## src/bmf_pkg.sv

```systemverilog
// Shared types, constants and the majority function of the 3x3 binary majority filter.
package bmf_pkg;

	localparam int MAX_WIDTH_DEF = 2048;
	localparam int SIZE_W = 12;
	localparam logic [SIZE_W-1:0] IMAGE_SIZE_RESET = 12'd2048;
	localparam int QDEPTH = 2;
	localparam int QCNT_W = $clog2(QDEPTH + 1);
	localparam int HOOD_W = 9;
	localparam logic [3:0] MAJORITY_MIN = 4'd5;

	// One classified neighborhood waiting for the majority decision.
	typedef struct packed {
		logic [HOOD_W-1:0] hood;
		logic              row_end;
		logic              frame_end;
	} item_t;

	function automatic logic majority(input logic [HOOD_W-1:0] hood);
		logic [3:0] n;
		n = 4'd0;
		for (int i = 0; i < HOOD_W; i++) begin
			n = n + {3'd0, hood[i]};
		end
		return n >= MAJORITY_MIN;
	endfunction

endpackage

```

## src/bmf_queue.sv

```systemverilog
// Short queue of neighborhood items between the front and back ends.
module bmf_queue
	import bmf_pkg::*;
(
	input  logic              clk,
	input  logic              arst_n,
	input  logic              push,
	input  item_t             push_item,
	input  logic              pop,
	output logic              q_valid,
	output logic              q_full,
	output item_t             q_item,
	output logic [QCNT_W-1:0] q_count
);

	localparam int PW = (QDEPTH > 1) ? $clog2(QDEPTH) : 1;

	item_t             slot_q [QDEPTH];
	logic [PW-1:0]     wr_q;
	logic [PW-1:0]     rd_q;
	logic [QCNT_W-1:0] cnt_q;

	assign q_valid = cnt_q != '0;
	assign q_full  = cnt_q == QCNT_W'(QDEPTH);
	assign q_item  = slot_q[rd_q];
	assign q_count = cnt_q;

	always_ff @(posedge clk or negedge arst_n) begin
		if (!arst_n) begin
			wr_q  <= '0;
			rd_q  <= '0;
			cnt_q <= '0;
		end else begin
			if (push) begin
				wr_q <= (wr_q == PW'(QDEPTH - 1)) ? '0 : wr_q + PW'(1);
			end
			if (pop) begin
				rd_q <= (rd_q == PW'(QDEPTH - 1)) ? '0 : rd_q + PW'(1);
			end
			if (push && !pop) begin
				cnt_q <= cnt_q + QCNT_W'(1);
			end else if (pop && !push) begin
				cnt_q <= cnt_q - QCNT_W'(1);
			end
		end
	end

	always_ff @(posedge clk) begin
		if (push) begin
			slot_q[wr_q] <= push_item;
		end
	end

endmodule

```

## config.mk

```make
export PLATFORM = sky130hd
export DESIGN_NAME = bmf_queue
export DESIGN_NICKNAME = d
export VERILOG_FILES = /design/src/bmf_pkg.sv /design/src/bmf_queue.sv
export SDC_FILE = /design/constraint.sdc
export NUM_CORES = 1
export LEC_CHECK = 0
export CORE_MARGIN = 2
export CORE_UTILIZATION = 39
export CTS_CLUSTER_SIZE = 28
export DETAILED_ROUTE_END_ITERATION = 16
export DONT_BUFFER_PORTS = 1
export PLACE_DENSITY = 0.58
export REMOVE_ABC_BUFFERS = 1
export SLEW_MARGIN = 20
export SYNTH_ARGS = -nofsm -noshare
export SYNTH_HDL_FRONTEND = slang
export SYNTH_SLANG_ARGS = --single-unit
```

## constraint.sdc

```tcl
create_clock -name clk -period 3.5 [get_ports clk]
set_clock_uncertainty 0.1 [all_clocks]
set_input_delay 0.7 -clock clk [delete_from_list [all_inputs] [get_ports clk]]
set_output_delay 0.7 -clock clk [all_outputs]
set_load 0.03 [all_outputs]
```

==> metrics <==
overall die width=between 50 and 60 um; met2 usage in global routing=between 10% and 20%; number of endpoints with negative hold slack in the final report=0; cell family with most CP delay=flip-flops; cell count after synthesis=50; worst vdd ir=0.489 mV; CP max stage delay=around 0.80 ns; clock network latency to the later pin of the worst-skew pair=about 0.3 ns; num rows=18; count of final max-slew check failures=0; Cell Int Power=between 500 and 600 uW; utilization after layout=43.7%; sink of the worst hold path=wr_q; Period Utilization, post-route=68.3%; number of register bits inferred by synthesis=26; top-level I/O count=30; proportion of power drawn by combinational gates=33.4%; initial antenna violation count=0; startpoint of the worst register-to-register path=wr_q; sequential share of power=54.1%; number of DRC violations after detailed routing=0; min-delay src=push; final critical delay including setup and external delays=2.39 ns; switching power of the nets=between 300 and 400 uW; critical-path cell list=mux2_2; total congestion overflow after global routing=0; peak clock frequency supported by timing=~420 MHz; switching fraction of total power=between 30% and 40%; GR peak layer=met2; WL/cell=14.8 um; r2r worst-path depth=1; clock buffers created by TritonCTS=3; GR Layer Usage met1=under 10%; Post-Synthesis Mean Instance Area=20.4 sq um; Critical Path Sink Type=output pin; worst max-slew margin expressed relative to the limit=between 50% and 60%; number of inserted diodes=0; level count of the clock H-tree=1; clock share of power=between 10% and 20%; Die Height=55.1 um; endpoint of the worst-slack reg-to-reg timing path=slot_q[0][2]; fraction of final layout cells sized beyond drive strength 1=29.6%; clock tree from TritonCTS=built; Post-Syn Area=just over 1000 sq um; Leak Pwr=approximately 0.0004 uW; outcome=complete, no violations; detailed-route via count=just over 400; total of warnings raised by yosys=0; max-cap violations=0; starting density of the core=41.1%; post-CTS setup buffer count=0; Final Cell Area=~1100 sq um; RSZ-0062 raised after global routing=no; number of setup violations in the final report=0; Die Area=a little over 3000 sq um; buffer levels on the longest clock path=2; type of origin of the critical path=register; 1st-iter DRT viols=8; # nets final=71; Core Footprint=between 2000 and 2500 sq um; worst hold path stage count=1; count of clock tree sinks=26; root cell of the clock tree=sky130_fd_sc_hd__clkbuf_4; total negative slack for setup checks=0 ns; Placer Congestion=~0.55; footprint of the flip-flops and latches=761 sq um; Power Total=approximately 940 uW; critical path startpoint=rd_q; Worst Path Arrival=roughly 1.6 ns; Worst Setup Slack, final=roughly 1.1 ns; Port Buffer Count=0; vias in the first global route=approximately 450; r2r setup slk=about 2.1 ns; Layout Area Growth over Synthesis=6.39%; number of different library cells in the post-synthesis netlist=13; global routing usage summed across all routing layers=9.76%; total placed instance area=1040 sq um; number of routed nets with antenna violations=0; Clk pin slew, worst setup/hold paths=0.11 ns; met3 capacity usage during global routing=3.23%; quantity of gates resized following cts=0; global-route wire length before repair=approximately 1900 um; area occupied by multi-input gates=around 250 sq um; vias per std cell=just under 5; Max FO, Critical Path=12; worst slack, placed=~1.4 ns; worst hold path type=input pin to register; CP required=between 2 and 3 ns; leading cell type in the layout, fill and taps excluded=sky130_fd_sc_hd__edfxtp_1; slew at the pin with the worst max-slew slack=about 0.68 ns; routed wire length=approximately 1200 um; kind of critical path=register to output pin; largest net degree at the start of global routing=15; total of fill cells in the finished design=around 220; power density over the cells=~870 nW/um^2; detailed-router iteration count before antenna repair=3; sequential element share of the synthesized area=74.7%; leading cell types in the layout, fill and taps excluded=22 x sky130_fd_sc_hd__edfxtp_1, 9 x sky130_fd_sc_hd__mux2_4, 4 x sky130_fd_sc_hd__xor2_1, 4 x sky130_fd_sc_hd__dfrtp_1, 3 x sky130_fd_sc_hd__clkbuf_4; total buffers and inverters traversed by the critical path=0; Critical-path top delay cell=sky130_fd_sc_hd__dfrtp_1
-- worst max-delay path by stage --
stage / endpoint / slack, ns / cells after the start
6_report: q_item[6] / 1.11 / 1
5_1_grt: q_item[10] / 1.01 / 1
4_1_cts: q_item[10] / 1.07 / 1
3_5_place_dp: q_item[10] / 1.42 / 1
3_3_place_gp: q_item[10] / 1.43 / 1
2_1_floorplan: q_item[10] / 1.58 / 1
-- through the flow --
| stage | hold WS, ns | instances |
|---|---|---|
| floorplan | 0.304 | 49 |
| global placement | 0.305 | 79 |
| detailed placement | 0.305 | 79 |
| CTS | 0.353 | 84 |
| global route | 0.342 | 84 |
| finish | 0.369 | 84 |
-- registers in the layout, indices dropped and copies added, names as in the netlist --
name	flops
rd_q	1
q_count	2
slot_q	22
wr_q	1
-- cells in the mapped netlist --
master | instances | area, sq um
sky130_fd_sc_hd__edfxtp_1 | 22 | 661
sky130_fd_sc_hd__xor2_1 | 4 | 35.0
sky130_fd_sc_hd__nor2b_1 | 2 | 12.5
sky130_fd_sc_hd__mux2_2 | 2 | 22.5
sky130_fd_sc_hd__nor2_1 | 1 | 3.75
sky130_fd_sc_hd__buf_6 | 1 | 11.3
sky130_fd_sc_hd__xnor2_1 | 1 | 8.76
sky130_fd_sc_hd__dfrtp_1 | 4 | 100
sky130_fd_sc_hd__and2_1 | 1 | 6.26
sky130_fd_sc_hd__mux2_4 | 9 | 135
sky130_fd_sc_hd__ha_1 | 1 | 12.5
sky130_fd_sc_hd__or2_2 | 1 | 6.26
sky130_fd_sc_hd__inv_1 | 1 | 3.75
-- cells by family after synthesis --
family	share of synthesized area, %
DFF	74.7
muxes	15.5
xor gates and xnor gates	4.30
and+or+nand+nor	2.83
buffers and inverters	1.47
adders and majority gates	1.23
-- layout make-up --
cell class | count | area share [%]
Multi-Input combinational cell | 22 | 22.6
Sequential cell | 26 | 70.2
Clock buffer | 4 | 2.42
Tap cell | 30 | 3.46
Inverter | 1 | 0.346
Timing Repair Buffer | 1 | 0.924
-- power by group through the flow --
stage	sequential [uW]	combinational, uW	clock [uW]
CTS	513	319	125
finish	511	315	118
global placement	517	316	0
floorplan	501	294	0
global route	524	334	138
detailed placement	520	318	0
-- metal layers --
metal | vias up | routed length, um
met1 | 197 | 470
met5 | - | 0
met4 | 0 | 17
li1 | 191 | -
met2 | 14 | 671
met3 | 2 | 87
-- timing repair --
item,in CTS,in global routing
endpoints found under the hold margin,4,0
setup endpoints to repair,0,0
hold buffers,1,0
Power figures use the tool's default switching activity.
