File: src/bmf_pkg.sv
// Shared types, constants and the majority function of the 3x3 binary majority filter.
package bmf_pkg;

	localparam int MAX_WIDTH_DEF = 2048;
	localparam int SIZE_W = 12;
	localparam logic [SIZE_W-1:0] IMAGE_SIZE_RESET = 12'd2048;
	localparam int QDEPTH = 2;
	localparam int QCNT_W = $clog2(QDEPTH + 1);
	localparam int HOOD_W = 9;
	localparam logic [3:0] MAJORITY_MIN = 4'd5;

	// One classified neighborhood waiting for the majority decision.
	typedef struct packed {
		logic [HOOD_W-1:0] hood;
		logic              row_end;
		logic              frame_end;
	} item_t;

	function automatic logic majority(input logic [HOOD_W-1:0] hood);
		logic [3:0] n;
		n = 4'd0;
		for (int i = 0; i < HOOD_W; i++) begin
			n = n + {3'd0, hood[i]};
		end
		return n >= MAJORITY_MIN;
	endfunction

endpackage

File: src/bmf_back.sv
// Back end: majority decision over the nine pixels and the output register.
module bmf_back
	import bmf_pkg::*;
(
	input  logic  clk,
	input  logic  arst_n,
	input  logic  q_valid,
	input  item_t q_item,
	output logic  pop,
	output logic  out_valid,
	input  logic  out_ready,
	output logic  filtered_pixel,
	output logic  row_end,
	output logic  frame_end
);

	logic out_valid_q;
	logic filtered_q;
	logic row_end_q;
	logic frame_end_q;

	assign pop = q_valid && (!out_valid_q || out_ready);

	always_ff @(posedge clk or negedge arst_n) begin
		if (!arst_n) begin
			out_valid_q <= 1'b0;
		end else if (!out_valid_q || out_ready) begin
			out_valid_q <= q_valid;
		end
	end

	always_ff @(posedge clk) begin
		if (pop) begin
			filtered_q  <= majority(q_item.hood);
			row_end_q   <= q_item.row_end;
			frame_end_q <= q_item.frame_end;
		end
	end

	assign out_valid      = out_valid_q;
	assign filtered_pixel = filtered_q;
	assign row_end        = row_end_q;
	assign frame_end      = frame_end_q;

endmodule

File: config.mk
export PLATFORM = sky130hd
export DESIGN_NAME = bmf_back
export DESIGN_NICKNAME = d
export VERILOG_FILES = /design/src/bmf_pkg.sv /design/src/bmf_back.sv
export SDC_FILE = /design/constraint.sdc
export NUM_CORES = 1
export LEC_CHECK = 0
export BUFFER_PORTS_ARGS = -buffer_cell sky130_fd_sc_hd__buf_4
export CAP_MARGIN = 15
export CORE_AREA = 3 3 40 42
export CTS_CLUSTER_DIAMETER = 40
export DETAILED_ROUTE_END_ITERATION = 7
export DIE_AREA = 0 0 43 45
export MAX_ROUTING_LAYER = met4
export SLEW_MARGIN = 20
export SYNTH_ARGS = -nofsm -noshare
export SYNTH_HDL_FRONTEND = slang
export SYNTH_SLANG_ARGS = --single-unit
File: constraint.sdc
create_clock -name clk -period 1.8 [get_ports clk]
set_input_delay 0.18 -clock clk [delete_from_list [all_inputs] [get_ports clk]]
set_output_delay 0.18 -clock clk [all_outputs]
set_load 0.01 [all_outputs]
==> results of run 1 <==
==> state kept, by name (all words and copies together) (netlist names) <==
signal and flops:
row_end 1, filtered_pixel 1, frame_end 1, out_valid 1
==> metrics by stage <==
step | instances | setup slack [ps] | hold slack (ps) | instance area [sq um] | TNS [ps]
2_1_floorplan | 31 | -1380 | -116 | 344 | -1380
3_3_place_gp | 68 | -1520 | -44.5 | 528 | -1520
3_5_place_dp | 68 | -1550 | -44.3 | 528 | -1550
4_1_cts | 73 | -1300 | 118 | 564 | -1300
5_1_grt | 73 | -1420 | 117 | 571 | -1420
6_report | 73 | -1270 | 126 | 571 | -1270
==> where the power goes <==
part	total, mW	switching [mW]	internal [mW]
logic	0.228	0.0885	0.139
clock network	0.124	0.0406	0.0835
registers	0.115	0.00233	0.113
total	0.467	0.131	0.336
==> per-layer routing <==
layer  track usage [%]  up-vias
li1                  -      143
met1              8.64      118
met2              13.2       10
met3              1.20        0
met4              5.42        0
met5                 -        -
==> worst max-delay path by stage <==
stage	cells after the start	to	start	slack [ps]
after floorplan	11	filtered_pixel	q_item[2]	-1380
after global placement	12	filtered_pixel	q_item[2]	-1520
after detailed placement	12	filtered_pixel	q_item[2]	-1550
after CTS	12	filtered_pixel	q_item[2]	-1300
after global routing	12	filtered_pixel	q_item[2]	-1420
final	12	filtered_pixel	q_item[2]	-1270
==> layout by cell type, fill, tap and decap left out <==
master / Yosys / routed
ha_1: 2 / 2
fa_1: 5 / 4
inv_2: 0 / 3
and2_1: 1 / 1
nand2b_1: 2 / 2
a22o_1: 1 / 1
clkbuf_4: 0 / 3
fa_2: 0 / 1
buf_6: 0 / 1
inv_1: 13 / 10
dlygate4sd3_1: 0 / 1
dfrtp_1: 1 / 1
edfxtp_1: 3 / 3
a221o_1: 1 / 1
buf_4: 0 / 21
nand2b_4: 1 / 1
clkbuf_1: 0 / 1
nor2_1: 1 / 1
==> cells by family after synthesis <==
kind of cell | after synthesis | synth area share (%)
buf+inv | 13 | 14.2
flops | 4 | 33.5
fa+ha+maj | 7 | 36.4
simple gates | 5 | 10.5
compound gates | 2 | 5.46
==> repair_timing <==
action | CTS | global route
pin swaps | 0 | 0
endpoints found under the setup margin | 1 | 1
hold buffers | 1 | 0
gates cloned | 0 | 0
endpoints found under the hold margin | 1 | 0
gates resized for setup | 0 | 5
==> layout make-up <==
type,count,area [sq um]
multi-input combinational,14,183
fill,135,714
inverter,13,48.8
clock buffer,4,26.3
sequential,4,115
timing repair buffer,23,179
tap,15,18.8
==> flow_summary.json, run 1 <==
{
  "outcome": "finished, violations left",
  "violations": "setup timing",
  "r2r_slack_ps": 810,
  "yosys-top-cells-count": "13 x inv_1, 5 x fa_1, 3 x edfxtp_1",
  "r2r_end": "row_end",
  "yosysUniqueCellTypes": 11,
  "cts_buffer_depth": 2,
  "synth-seq-area-share_pct": 33.5,
  "postCtsSetupRepairBufs": 0,
  "grt_overflow_total": 0,
  "synth_top_area_cell": "fa_1",
  "rows": 13,
  "htreeDepth": 1,
  "worstPathRequired_ps": 1790,
  "worstRegToRegCells": 2,
  "slowest_stage": "fa_1",
  "hold_viol_final": 0,
  "die_area_sq_mm": 0.00194,
  "start_util_pct": 26.8,
  "setup_ws_ps": -1270,
  "clock_latency_ps": 230,
  "wl_per_cell_um": 8.15,
  "cpMostUsedCell": "fa_1",
  "postSynthCellCount": 31,
  "slowest_delay_ps": 540,
  "yosysMostFrequentCell": "inv_1",
  "antenna_found_initial": 0,
  "grt_pass1_vias": 304,
  "cts_buffers": 3,
  "gp_congestion": 0.644,
  "rsz0062_at_grt": "yes",
  "drc_errors": 0,
  "avgSynthCellArea_sq_um": 11.1,
  "firstDrtPassIters": 1,
  "drt_wl_total_um": 595,
  "clock-sinks": 4,
  "path_delay_family": "adder cells",
  "syn-num-nets": 53,
  "diodes": 0,
  "synth_ff_type": "edfxtp_1",
  "synth_area_leaders": "fa_1 29%, edfxtp_1 26%, inv_1 14%, dfrtp_1 7.3%, ha_1 7.3%",
  "drt_iter0_markers": 0,
  "tightest_slew_ps": 183,
  "fin_crit_sh_pct": 170,
  "grt_first_pass_wirelength_um": 1100,
  "reg2reg_from": "out_valid",
  "antenna_left": 0,
  "die_w_um": 43,
  "maxSlewViolCount": 0,
  "wl_met3_um": 51,
  "start_kind": "input port",
  "min_to": "frame_end",
  "power_per_cell_area_mw_per_mm2": 819,
  "crit_type": "input port to flip-flop",
  "cp_max_fo": 2,
  "core_sq_mm": 0.00128,
  "vias_per_cell": 3.71,
  "io_pins": 20,
  "worstPathCellList": "buf_6 -> inv_2 -> fa_1 -> fa_1 -> fa_1 -> inv_1 -> fa_2 -> inv_2 -> fa_1 -> nand2b_4 -> a221o_1 -> a22o_1",
  "synthDominantCellAreaShare_pct": 29.1,
  "syn-cell-area_sq_um": 344,
  "drv_cap": 0,
  "cts.clk_slew.worst_paths_ps": 40,
  "async_reset_ff_share_pct": 25.0,
  "cp_num_buf_inv": 4,
  "setup_viol": 1,
  "p_leak_nw": 0.307,
  "grt_usage_pct": 7.87,
  "skew_ps": 2.56,
  "grt_max_degree": 5,
  "vias": 271,
  "fin_crit_ps": 3070,
  "endpoint_kind": "flip-flop",
  "synth_edf_count": 3,
  "vdd_drop_max_uv": 364,
  "relSlewSlack_pct": 87.8,
  "fmax_mhz": 326,
  "port_buffers": 19,
  "cts_tree": "done",
  "layout-drive-gt1-share_pct": 51.7,
  "worstPathArrival_ps": 3050,
  "top_layer_used": "met3",
  "drt-met1-wl_um": 213,
  "cts_root_buf": "clkbuf_4",
  "holdPathStages": 1,
  "wl_met2_um": 329,
  "final_util_pct": 44.4,
  "hp-start": "q_item[0]",
  "nets": 81,
  "fin_total_pwr_mw": 0.467,
  "min_path_type": "input port to flip-flop",
  "ys_seq_elements": 4,
  "die_h_um": 45,
  "yosysWarnings": 0,
  "syn2layout_area_growth_pct": 65.8
}
Note: power is estimated with default switching activity, not from simulation.
==> inputs of run 2 (changes only) <==
--- a/config.mk
+++ b/config.mk
@@ -7,10 +7,10 @@
 export LEC_CHECK = 0
 export BUFFER_PORTS_ARGS = -buffer_cell sky130_fd_sc_hd__buf_4
 export CAP_MARGIN = 15
-export CORE_AREA = 3 3 40 42
+export CORE_AREA = 2 2 39 41
 export CTS_CLUSTER_DIAMETER = 40
 export DETAILED_ROUTE_END_ITERATION = 7
-export DIE_AREA = 0 0 43 45
+export DIE_AREA = 0 0 41 43
 export MAX_ROUTING_LAYER = met4
 export SLEW_MARGIN = 20
 export SYNTH_ARGS = -nofsm -noshare
==> run 2 against run 1 <==
  * The flow still finishes with violations (setup timing)
  * Power down 2.0%
  * Routed wire length up 6.9%
  * Die area down 8.9%
  * Global-route usage up 1.0 points
  * Cell count unchanged
  * Critical path depth unchanged
  * Combinational power down 3%
  * Via count up 4.4%
  * Fmax down 1.2%
  * Cell area down 0.44%
  * Sequential share of layout area up 0.089 points
  * Register-to-register slack about the same
  * Critical path type unchanged
==> flow_summary.json, run 2 (synthesized netlist as in run 1, its figures left out) <==
{
  "outcome": "finished, violations left",
  "violations": "setup timing",
  "reg2reg_from": "out_valid",
  "grt_first_pass_wirelength_um": 1020,
  "slowest_stage": "fa_1",
  "p_int_mw": 0.325,
  "slowest_delay_ps": 540,
  "hpwl_um": 576,
  "design_area_sq_um": 568,
  "vias_per_cell": 3.88,
  "clock_latency_ps": 230,
  "cts_root_buf": "clkbuf_4",
  "cts_tree": "done",
  "die_area_sq_mm": 0.00176,
  "clock-sinks": 4,
  "p_clk_share_pct": 26.2,
  "core_sq_mm": 0.00138,
  "vias": 283,
  "r2r_end": "row_end",
  "gp_congestion": 0.773,
  "p_leak_nw": 0.303,
  "min_path_type": "input port to flip-flop",
  "maxSlewViolCount": 0,
  "start_kind": "input port",
  "die_h_um": 43,
  "fin_crit_sh_pct": 172,
  "place_area_sq_um": 514,
  "skew_ps": 6.94,
  "worstPathRequired_ps": 1790,
  "tightest_slew_ps": 181,
  "die_w_um": 41,
  "grt_usage_pct": 8.90,
  "path_delay_family": "adder cells",
  "setup_viol": 1,
  "setup_ws_ps": -1300,
  "nets": 80,
  "power_per_cell_area_mw_per_mm2": 806,
  "cts_buffers": 3,
  "drv_cap": 0,
  "layout-drive-gt1-share_pct": 52.6,
  "pre_cts_ws_ps": -1610,
  "wl_per_cell_um": 8.71,
  "min_to": "frame_end",
  "hp-start": "q_item[0]",
  "diodes": 0,
  "fin_total_pwr_mw": 0.458,
  "port_buffers": 19,
  "antenna_left": 0,
  "holdPathStages": 1,
  "multi_input_area_sq_um": 183,
  "io_pins": 20,
  "antenna_found_initial": 0,
  "endpoint_kind": "flip-flop",
  "start_util_pct": 24.9,
  "cts.clk_slew.worst_paths_ps": 40,
  "rsz0062_at_grt": "yes",
  "p_comb_share_pct": 48.6,
  "cts_buffer_depth": 2,
  "firstDrtPassIters": 1,
  "worstRegToRegCells": 2,
  "syn2layout_area_growth_pct": 65.1,
  "worstPathArrival_ps": 3090,
  "holdWs_ps": 124,
  "vdd_drop_max_uv": 342,
  "grt_pass1_vias": 283,
  "fin_tns_setup_ps": -1300,
  "r2r_slack_ps": 820,
  "cpMostUsedCell": "fa_1",
  "drt_wl_total_um": 636,
  "fin_crit_ps": 3100,
  "fin_cells": 73,
  "rows": 14,
  "sw_frac_of_total_pct": 28.9,
  "grt_overflow_total": 0,
  "cp_max_fo": 2,
  "final_cell_mix": "19 x buf_4, 9 x inv_1, 4 x inv_2, 4 x fa_1",
  "grt_max_degree": 5,
  "hold_viol_final": 0,
  "seqCellArea_sq_um": 115,
  "fmax_mhz": 322,
  "worstPathCellList": "buf_6 -> inv_2 -> fa_1 -> fa_1 -> fa_1 -> inv_2 -> fa_2 -> inv_2 -> fa_1 -> nand2b_4 -> a221o_1 -> a22o_1",
  "final_util_pct": 41.0,
  "dp_cells": 67,
  "crit_type": "input port to flip-flop",
  "drt_iter0_markers": 0,
  "sequentialPowerShare_pct": 25.2,
  "drc_errors": 0,
  "p_sw_mw": 0.132,
  "final_common_cell": "buf_4",
  "htreeDepth": 1,
  "relSlewSlack_pct": 88.0,
  "n_fill_cell": 145,
  "cp_num_buf_inv": 4
}
run 2: cell types whose count changed in the layout (fill, tap and decap cells not counted), sizes merged:
cell,delta
buf,-1
run 2: repair_timing:
item                                   4_1_cts  5_1_grt
setup endpoints to repair                    1        1
pin swaps                                    0        1
hold buffers                                 1        0
buffers inserted                             0        1
endpoints found under the hold margin        1        0
gates resized for setup                      5        2
run 2: power groups by stage:
stage                     clock [mW]  combinational [mW]  sequential [mW]
after floorplan                    0               0.130            0.121
after global placement             0               0.200            0.116
after detailed placement           0               0.208            0.117
after CTS                      0.128               0.217            0.116
after global routing           0.134               0.254            0.116
final                          0.120               0.222            0.115
run 2: worst max path at each step:
stage                     startpoint  cells past startpoint              to  slack [ps]
final                      q_item[2]                     12  filtered_pixel       -1300
after global routing       q_item[2]                     12  filtered_pixel       -1410
after CTS                  q_item[2]                     12  filtered_pixel       -1320
after detailed placement   q_item[2]                     12  filtered_pixel       -1610
after global placement     q_item[2]                     12  filtered_pixel       -1560
after floorplan            q_item[2]                     11  filtered_pixel       -1380
run 2: routing by layer:
layer | wire [um] | global-route usage, %
met5 | 0 | -
met2 | 363 | 15.6
met4 | 0 | 6.00
met1 | 197 | 7.87
met3 | 75 | 1.57
run 2: layout make-up:
class,instances,area share [%]
Inverter,13,8.59
Sequential cell,4,20.3
Timing Repair Buffer,22,30.8
Clock buffer,4,4.63
Tap cell,16,3.52
Multi-Input combinational cell,14,32.2
